[config.mk]
export PLATFORM = sky130hd
export DESIGN_NAME = doubly_linked_list_manager_unit
export DESIGN_NICKNAME = d
export VERILOG_FILES = /design/src/hdl/dllm_pkg.sv /design/src/hdl/dllm_ram.sv /design/src/hdl/doubly_linked_list_manager_unit.sv
export SDC_FILE = /design/constraint.sdc
export NUM_CORES = 1
export LEC_CHECK = 0
export ABC_AREA = 0
export BUFFER_PORTS_ARGS = -buffer_cell sky130_fd_sc_hd__clkbuf_2
export CAP_MARGIN = 10
export CORE_UTILIZATION = 55
export CTS_CLUSTER_SIZE = 30
export DETAILED_ROUTE_END_ITERATION = 6
export GPL_TIMING_DRIVEN = 1
export PLACE_DENSITY = 0.77
export SYNTH_ARGS = -nofsm -noshare
export SYNTH_HDL_FRONTEND = slang
export SYNTH_HIERARCHICAL = 1
export SYNTH_SLANG_ARGS = --single-unit
[constraint.sdc]
create_clock -name clk -period 4.9 [get_ports clk]
set_input_delay 0.49 -clock clk [delete_from_list [all_inputs] [get_ports clk]]
set_output_delay 0.49 -clock clk [all_outputs]
set_load 0.05 [all_outputs]
[src/hdl/dllm_pkg.sv]
// ----------------------------------------------------------------------------
// Doubly linked list manager package
// Shared constants, operation codes and controller states.
// ----------------------------------------------------------------------------
package dllm_pkg;

    localparam int NODES_DEFAULT = 64;
    localparam int NODE_W        = 6;
    localparam int OUT_IDX_W     = 7;

    typedef enum logic [1:0] {
        OP_INS_HEAD = 2'd0,
        OP_INS_TAIL = 2'd1,
        OP_UNLINK   = 2'd2
    } op_t;

    typedef enum logic [1:0] {
        ST_CLEAR,
        ST_IDLE,
        ST_EXEC
    } state_t;

endpackage

[src/hdl/dllm_ram.sv]
// ----------------------------------------------------------------------------
// Generic synchronous RAM
// One write port and one read port with a registered read.
// ----------------------------------------------------------------------------
module dllm_ram #(
    parameter int WIDTH = 8,
    parameter int DEPTH = 64,
    parameter int AW    = (DEPTH > 1) ? $clog2(DEPTH) : 1
) (
    input  logic             clk,
    input  logic             we,
    input  logic [AW-1:0]    waddr,
    input  logic [WIDTH-1:0] wdata,
    input  logic [AW-1:0]    raddr,
    output logic [WIDTH-1:0] rdata
);

    logic [WIDTH-1:0] mem [DEPTH];
    logic [WIDTH-1:0] rdata_reg;

    always_ff @(posedge clk)
    begin
        if (we)
        begin
            mem[waddr] <= wdata;
        end
        rdata_reg <= mem[raddr];
    end

    assign rdata = rdata_reg;

endmodule

[src/hdl/doubly_linked_list_manager_unit.sv]
// ----------------------------------------------------------------------------
// Doubly linked list manager
// Keeps one doubly linked list over a pool of node indices in RAM.
// ----------------------------------------------------------------------------
// Each input transaction inserts a node at the head, inserts it at the tail,
// or unlinks it, and produces one output transaction with the head, tail and
// count after the operation and an error flag for refused requests. An item
// is handled by reading the node's membership bit and links from the RAMs,
// then checking, writing back and updating head, tail and count; the update
// waits while a result is unaccepted. After reset the block clears the
// membership RAM and accepts nothing until that pass is done. The index NODES
// means no node; head, tail and count are reported in their low seven bits.
module doubly_linked_list_manager_unit #(
    parameter int NODES = dllm_pkg::NODES_DEFAULT
) (
    input  logic                            clk,
    input  logic                            rst_n,
    input  logic                            in_valid,
    output logic                            in_ready,
    input  logic [1:0]                      op,
    input  logic [dllm_pkg::NODE_W-1:0]     node,
    output logic                            out_valid,
    input  logic                            out_ready,
    output logic [dllm_pkg::NODE_W-1:0]     removed_node,
    output logic [dllm_pkg::OUT_IDX_W-1:0]  first_node,
    output logic [dllm_pkg::OUT_IDX_W-1:0]  last_node,
    output logic [dllm_pkg::OUT_IDX_W-1:0]  list_count,
    output logic                            list_empty,
    output logic                            op_error
);

    localparam int IDX_W = (NODES > 1) ? $clog2(NODES) : 1;
    localparam int LW    = $clog2(NODES + 1);
    localparam int NW    = (IDX_W > dllm_pkg::NODE_W) ? IDX_W : dllm_pkg::NODE_W;
    localparam int WW    = (LW > dllm_pkg::OUT_IDX_W) ? LW : dllm_pkg::OUT_IDX_W;
    localparam logic [LW-1:0]    NONE     = LW'(NODES);
    localparam logic [IDX_W-1:0] LAST_IDX = IDX_W'(NODES - 1);

    dllm_pkg::state_t state_reg, state_next;

    logic [1:0]                  op_reg;
    logic [dllm_pkg::NODE_W-1:0] node_reg;
    logic [IDX_W-1:0]            clr_cnt_reg, clr_cnt_next;
    logic [LW-1:0]               head_reg, head_next;
    logic [LW-1:0]               tail_reg, tail_next;
    logic [LW-1:0]               count_reg, count_next;

    logic                        out_valid_reg, out_valid_next;
    logic [dllm_pkg::NODE_W-1:0] removed_reg;
    logic [dllm_pkg::OUT_IDX_W-1:0] first_reg, last_reg, count_out_reg;
    logic                        empty_reg, error_reg;

    logic [NW-1:0]    in_wide, cur_wide;
    logic [IDX_W-1:0] in_addr, cur_addr, raddr;
    logic [LW-1:0]    cur_link;
    logic             node_ok;
    logic             accept, done, op_ok;

    logic             member;
    logic [LW-1:0]    nxt_rd, prv_rd;
    logic [LW-1:0]    prior, after;

    logic             nxt_we, prv_we, inl_we;
    logic [IDX_W-1:0] nxt_waddr, prv_waddr, inl_waddr;
    logic [LW-1:0]    nxt_wdata, prv_wdata;
    logic             inl_wdata;

    logic [WW-1:0]    head_wide, tail_wide, count_wide;

    assign in_wide  = NW'(node);
    assign cur_wide = NW'(node_reg);
    assign in_addr  = in_wide[IDX_W-1:0];
    assign cur_addr = cur_wide[IDX_W-1:0];
    assign cur_link = LW'(cur_addr);
    assign node_ok  = int'(node_reg) < NODES;
    assign raddr    = (state_reg == dllm_pkg::ST_IDLE) ? in_addr : cur_addr;

    assign in_ready = (state_reg == dllm_pkg::ST_IDLE);
    assign accept   = in_valid && in_ready;
    assign done     = (state_reg == dllm_pkg::ST_EXEC) && (!out_valid_reg || out_ready);

    dllm_ram #(.WIDTH(LW), .DEPTH(NODES)) u_next_ram (
        .clk   (clk),
        .we    (nxt_we),
        .waddr (nxt_waddr),
        .wdata (nxt_wdata),
        .raddr (raddr),
        .rdata (nxt_rd)
    );

    dllm_ram #(.WIDTH(LW), .DEPTH(NODES)) u_prev_ram (
        .clk   (clk),
        .we    (prv_we),
        .waddr (prv_waddr),
        .wdata (prv_wdata),
        .raddr (raddr),
        .rdata (prv_rd)
    );

    dllm_ram #(.WIDTH(1), .DEPTH(NODES)) u_member_ram (
        .clk   (clk),
        .we    (inl_we),
        .waddr (inl_waddr),
        .wdata (inl_wdata),
        .raddr (raddr),
        .rdata (member)
    );

    // The head's prev and the tail's next are not always kept up to date, so the
    // unlink path substitutes "none" for them.
    assign prior = (cur_link == head_reg) ? NONE : prv_rd;
    assign after = (cur_link == tail_reg) ? NONE : nxt_rd;

    always_comb
    begin
        op_ok = 1'b0;
        if (node_ok)
        begin
            priority if (op_reg == dllm_pkg::OP_INS_HEAD || op_reg == dllm_pkg::OP_INS_TAIL)
            begin
                op_ok = !member;
            end
            else if (op_reg == dllm_pkg::OP_UNLINK)
            begin
                op_ok = member;
            end
            else
            begin
                op_ok = 1'b0;
            end
        end
    end

    always_comb
    begin
        head_next  = head_reg;
        tail_next  = tail_reg;
        count_next = count_reg;
        nxt_we     = 1'b0;
        nxt_waddr  = cur_addr;
        nxt_wdata  = NONE;
        prv_we     = 1'b0;
        prv_waddr  = cur_addr;
        prv_wdata  = NONE;
        inl_we     = 1'b0;
        inl_waddr  = cur_addr;
        inl_wdata  = 1'b0;

        if (state_reg == dllm_pkg::ST_CLEAR)
        begin
            inl_we    = 1'b1;
            inl_waddr = clr_cnt_reg;
        end
        else if (done && op_ok)
        begin
            inl_we = 1'b1;
            unique case (op_reg)
                dllm_pkg::OP_INS_HEAD:
                begin
                    inl_wdata  = 1'b1;
                    nxt_we     = 1'b1;
                    nxt_wdata  = head_reg;
                    prv_we     = (head_reg != NONE);
                    prv_waddr  = head_reg[IDX_W-1:0];
                    prv_wdata  = cur_link;
                    head_next  = cur_link;
                    if (head_reg == NONE)
                    begin
                        tail_next = cur_link;
                    end
                    count_next = count_reg + LW'(1);
                end
                dllm_pkg::OP_INS_TAIL:
                begin
                    inl_wdata  = 1'b1;
                    prv_we     = 1'b1;
                    prv_wdata  = tail_reg;
                    nxt_we     = (tail_reg != NONE);
                    nxt_waddr  = tail_reg[IDX_W-1:0];
                    nxt_wdata  = cur_link;
                    tail_next  = cur_link;
                    if (tail_reg == NONE)
                    begin
                        head_next = cur_link;
                    end
                    count_next = count_reg + LW'(1);
                end
                default:
                begin
                    inl_wdata  = 1'b0;
                    nxt_we     = (prior != NONE);
                    nxt_waddr  = prior[IDX_W-1:0];
                    nxt_wdata  = after;
                    prv_we     = (after != NONE);
                    prv_waddr  = after[IDX_W-1:0];
                    prv_wdata  = prior;
                    if (cur_link == head_reg)
                    begin
                        head_next = after;
                    end
                    if (cur_link == tail_reg)
                    begin
                        tail_next = prior;
                    end
                    count_next = count_reg - LW'(1);
                end
            endcase
        end
    end

    always_comb
    begin
        state_next     = state_reg;
        clr_cnt_next   = clr_cnt_reg;
        out_valid_next = out_valid_reg;
        if (out_ready)
        begin
            out_valid_next = 1'b0;
        end
        unique case (state_reg)
            dllm_pkg::ST_CLEAR:
            begin
                clr_cnt_next = clr_cnt_reg + IDX_W'(1);
                if (clr_cnt_reg == LAST_IDX)
                begin
                    state_next = dllm_pkg::ST_IDLE;
                end
            end
            dllm_pkg::ST_IDLE:
            begin
                if (accept)
                begin
                    state_next = dllm_pkg::ST_EXEC;
                end
            end
            dllm_pkg::ST_EXEC:
            begin
                if (done)
                begin
                    state_next     = dllm_pkg::ST_IDLE;
                    out_valid_next = 1'b1;
                end
            end
            default:
            begin
                state_next = dllm_pkg::ST_CLEAR;
            end
        endcase
    end

    always_ff @(posedge clk or negedge rst_n)
    begin
        if (!rst_n)
        begin
            state_reg     <= dllm_pkg::ST_CLEAR;
            clr_cnt_reg   <= '0;
            head_reg      <= NONE;
            tail_reg      <= NONE;
            count_reg     <= '0;
            out_valid_reg <= 1'b0;
        end
        else
        begin
            state_reg     <= state_next;
            clr_cnt_reg   <= clr_cnt_next;
            head_reg      <= head_next;
            tail_reg      <= tail_next;
            count_reg     <= count_next;
            out_valid_reg <= out_valid_next;
        end
    end

    assign head_wide  = WW'(head_next);
    assign tail_wide  = WW'(tail_next);
    assign count_wide = WW'(count_next);

    always_ff @(posedge clk)
    begin
        if (accept)
        begin
            op_reg   <= op;
            node_reg <= node;
        end
        if (done)
        begin
            removed_reg   <= node_reg;
            first_reg     <= head_wide[dllm_pkg::OUT_IDX_W-1:0];
            last_reg      <= tail_wide[dllm_pkg::OUT_IDX_W-1:0];
            count_out_reg <= count_wide[dllm_pkg::OUT_IDX_W-1:0];
            empty_reg     <= (count_next == '0);
            error_reg     <= !op_ok;
        end
    end

    assign out_valid    = out_valid_reg;
    assign removed_node = removed_reg;
    assign first_node   = first_reg;
    assign last_node    = last_reg;
    assign list_count   = count_out_reg;
    assign list_empty   = empty_reg;
    assign op_error     = error_reg;

    a_count_range: assert property (@(posedge clk) disable iff (!rst_n)
        int'(count_reg) <= NODES)
        else $error("List count exceeds the node pool.");

    a_empty_consistent: assert property (@(posedge clk) disable iff (!rst_n)
        (count_reg == '0) == (head_reg == NONE))
        else $error("Head pointer disagrees with the list count.");

    a_ends_consistent: assert property (@(posedge clk) disable iff (!rst_n)
        (head_reg == NONE) == (tail_reg == NONE))
        else $error("Head and tail disagree on an empty list.");

    a_accept_to_exec: assert property (@(posedge clk) disable iff (!rst_n)
        accept |=> state_reg == dllm_pkg::ST_EXEC)
        else $error("Accepted transaction did not enter execution.");

    a_result_source: assert property (@(posedge clk) disable iff (!rst_n)
        $rose(out_valid_reg) |-> $past(state_reg == dllm_pkg::ST_EXEC))
        else $error("Result appeared without an executed transaction.");

endmodule

==> flow_metrics.py <==
metrics = {
    "pwr": {
        "power.ir.vdd_worst_mv": 0.4753,
        "power-per-cell-area_nw_per_um2": 465.6,
        "leakage_nw": 13.89,
    },
    "global_route": {
        "globalRouteOverflowTotal": 0,
        "grt_first_pass_wirelength_um": 143200,
        "grt_antenna_before_repair": 1,
        "globalRouteTotalUtil_pct": 25.12,
        "grt_start_max_net_pins": 113,
        "first_global_vias": 22168,
    },
    "setup_path": {
        "data_arrival_time_of_the_critical_path_ns": 4.61,
        "start_kind": "flop",
        "critPathTopFamily": "simple AND/OR/NAND/NOR gates",
        "cpPeakStageDelay_ns": 0.80,
        "path_cells": "xor2_1, nor4_4, nand4_4, nand2_1, o221ai_1, nor2b_1, nand3_1, nor2_1",
        "cp-end-kind": "flop",
        "timing.critical_path.buf_inv": 0,
        "required_ns": 5.16,
        "timing.critical_path.fanout_max": 17,
        "timing.critical_path.slowest_stage_cell": "nor2_1",
        "worst-setup-path-type": "flop to flop",
    },
    "detailed_routing": {
        "antenna_violating_nets_post_route": 0,
        "remaining_drc_errors": 0,
        "vias": 22114,
        "drt-vias-per-instance": 6.615,
        "drt_wl_total_um": 96430,
        "dr.first_iter.drc_count": 3093,
        "drt_pre_antenna_iters": 6,
        "routedWlPerCell_um": 28.85,
    },
    "clock_network": {
        "tritoncts_buffers": 99,
        "cts_setup_buffers": 0,
        "clkSinkCount": 1042,
        "clock_tree.root_cell": "clkbuf_16",
        "cts_resized": 0,
        "clock_edge_transition_at_the_registers_on_the_reported_setup_and_hold_paths_ns": 0.06,
        "worst_skew_pair.late_latency_ns": 0.69,
        "clock_tree_from_tritoncts": "built",
        "cts_max_level": 3,
        "cts-root-to-sink-buffers": 3,
    },
    "floorplanning": {
        "die_w_um": 278.1,
        "die_area_um2": 77360,
        "floorplan.initialDensity_pct": 55.96,
        "design.portCount": 43,
        "floorplan.die.height_um": 278.1,
        "floorplan.rows": 100,
        "placeableCoreArea_um2": 74950,
    },
    "logic_synthesis": {
        "synth_cells": 2215,
        "ys_seq_area_share_pct": 73.90,
        "synthFlopType": "edfxtp_1",
        "synthesized_cell_area_um2": 41940,
        "synthTopCellsByArea": "edfxtp_1 71%, mux4_2 13%, nor2_1 2.3%, dfrtp_1 1.7%, mux2i_1 0.86%",
        "post-synth-top-area-cell": "edfxtp_1",
        "post_synth_edffs": 997,
        "yosys.cell_types.count": 70,
        "synthMostInstantiatedCell": "edfxtp_1",
        "synth.cells.most_frequent": "997 x edfxtp_1, 255 x nor2_1, 234 x mux4_2, 64 x clkbuf_1, 54 x nand2_1",
        "syn_avg_cell_area_um2": 18.93,
        "synth-async-reset-ratio_pct": 2.879,
        "count_of_synthesis_stage_warnings_from_yosys": 6,
        "number_of_register_bits_inferred_by_synthesis": 1042,
        "synth_top_area_share_pct": 71.38,
        "synth.net_count": 2229,
    },
    "final_layout": {
        "layout-drive-gt1-share_pct": 22.70,
        "layout.core_utilization_pct": 62.50,
        "biggestRegsByFlops": "u_next_ram/mem x448, u_prev_ram/mem x448, u_member_ram/mem x64",
        "syn_to_final_growth_pct": 11.69,
        "final_net_count": 2307,
        "diodes": 0,
    },
    "job": {
        "maxCapViolCount": 0,
    },
    "timing": {
        "max_slew.worst_pin.slew_ns": 1.258,
        "clock-skew-final_ns": 0.06323,
        "highest_clock_frequency_the_design_can_meet_ghz": 0.2297,
        "setup_tns_ns": 0,
        "finalHoldViolCount": 0,
        "rsz0062_at_grt": "false",
        "final-max-slew-violation-count": 0,
        "worst_slew_margin_rel_pct": 16.15,
        "timing.final.crit_share_pct": 88.83,
        "final-setup-viol-count": 0,
        "period_needed_ns": 4.353,
    },
    "place": {
        "dp_hpwl_um": 57200,
        "gp_congestion": 0.9198,
        "port_buffers": 42,
    },
    "min_path": {
        "timing.hold.worst.class": "input pin to flop",
    },
    "run_status": {
        "outcome": "completed",
    },
}
-- layout make-up --
class | count | area (µm²)
clock buffer | 123 | 2659
clock inverter | 59 | 724.4
fill | 4925 | 28100
inverter | 8 | 30.03
multi-input combinational | 1033 | 10400
sequential | 1042 | 30990
tap | 969 | 1212
timing repair buffer | 109 | 823.3
-- kinds of logic after synthesis --
logic type | share of synthesized area, %
simple gates | 5.474
compound gates | 3.932
fa+ha+maj | 0.05966
mux | 14.37
buf+inv | 1.763
xor+xnor | 0.5012
flops | 73.90
-- report_power, final --
group / switching [mW] / leakage, nW / internal, mW / total [mW]
clock network: 3.32 / 1.64 / 4.52 / 7.85
logic: 2.30 / 3.51 / 1.32 / 3.62
registers: 0.274 / 8.75 / 10.1 / 10.3
total: 5.90 / 13.9 / 15.9 / 21.8
-- worst paths after layout --
kind / from / depth (start not counted) / endpoint / slack, ns
worst max-delay path: cur_addr[3]$_DFFE_PP_ / 8 / u_next_ram/mem[38][3]$_DFFE_PP_ / 0.55
worst min-delay path: node[0] / 1 / cur_addr[0]$_DFFE_PP_ / 0.03
max in group asynchronous: rst_n / 2 / head_reg[3]$_DFF_PN0_ / 3.85
min in group asynchronous: rst_n / 2 / count_reg[0]$_DFF_PN0_ / 0.46
worst min register to register: clr_cnt_reg[5]$_DFFE_PN0P_ / 1 / clr_cnt_reg[5]$_DFFE_PN0P_ / 0.50
worst max register to register: cur_addr[3]$_DFFE_PP_ / 8 / u_next_ram/mem[38][3]$_DFFE_PP_ / 0.55
-- layout by cell type (no fill, tap or decap), types with 8 or more instances in the layout --
master,count
a22oi_1,24
nor3_1,24
edfxtp_1,997
dfxtp_1,15
clkbuf_2,42
o21ai_0,22
a21oi_1,23
buf_4,54
inv_1,8
a211oi_1,21
clkbuf_16,100
mux2_2,16
bufinv_16,12
nand2b_1,18
clkbuf_1,16
o31ai_1,16
a31oi_1,13
xnor2_1,14
o22ai_1,25
nand4_1,11
nand2_1,53
mux2i_1,36
nand3b_1,13
clkinv_1,13
nand3_1,29
xor2_1,10
nor2_1,249
o221ai_1,26
a22o_1,10
nor2b_1,24
dfrtp_1,28
mux4_2,234
o21ai_1,10
clkinv_2,18
-- through the flow --
| stage | setup slack (ns) | hold slack (ns) | total power [mW] | cell area, µm² | std cells |
|---|---|---|---|---|---|
| after floorplan | 0.09321 | 0.1944 | 12.98 | 41940 | 2215 |
| after global placement | 0.7376 | 0.4763 | 14.00 | 43360 | 3152 |
| after detailed placement | 0.7117 | 0.4847 | 14.08 | 43370 | 3154 |
| after CTS | 0.6477 | 0.003948 | 21.89 | 46810 | 3342 |
| after global routing | 0.4018 | 0.01849 | 22.46 | 46840 | 3343 |
| final | 0.5474 | 0.03406 | 21.81 | 46840 | 3343 |
-- per-layer routing --
layer,vias up,GRT usage (%),routed length [µm]
met3,202,4.508,9133
met5,-,0,0
met4,0,8.641,2986
met2,1288,40.66,47850
met1,11419,34.78,36460
li1,9205,-,-
-- repair_timing --
| action | CTS | global route |
|---|---|---|
| hold buffers | 6 | 0 |
| endpoints found under the setup margin | 0 | 0 |
| hold endpoints to repair | 33 | 0 |
Power figures use the tool's default switching activity.
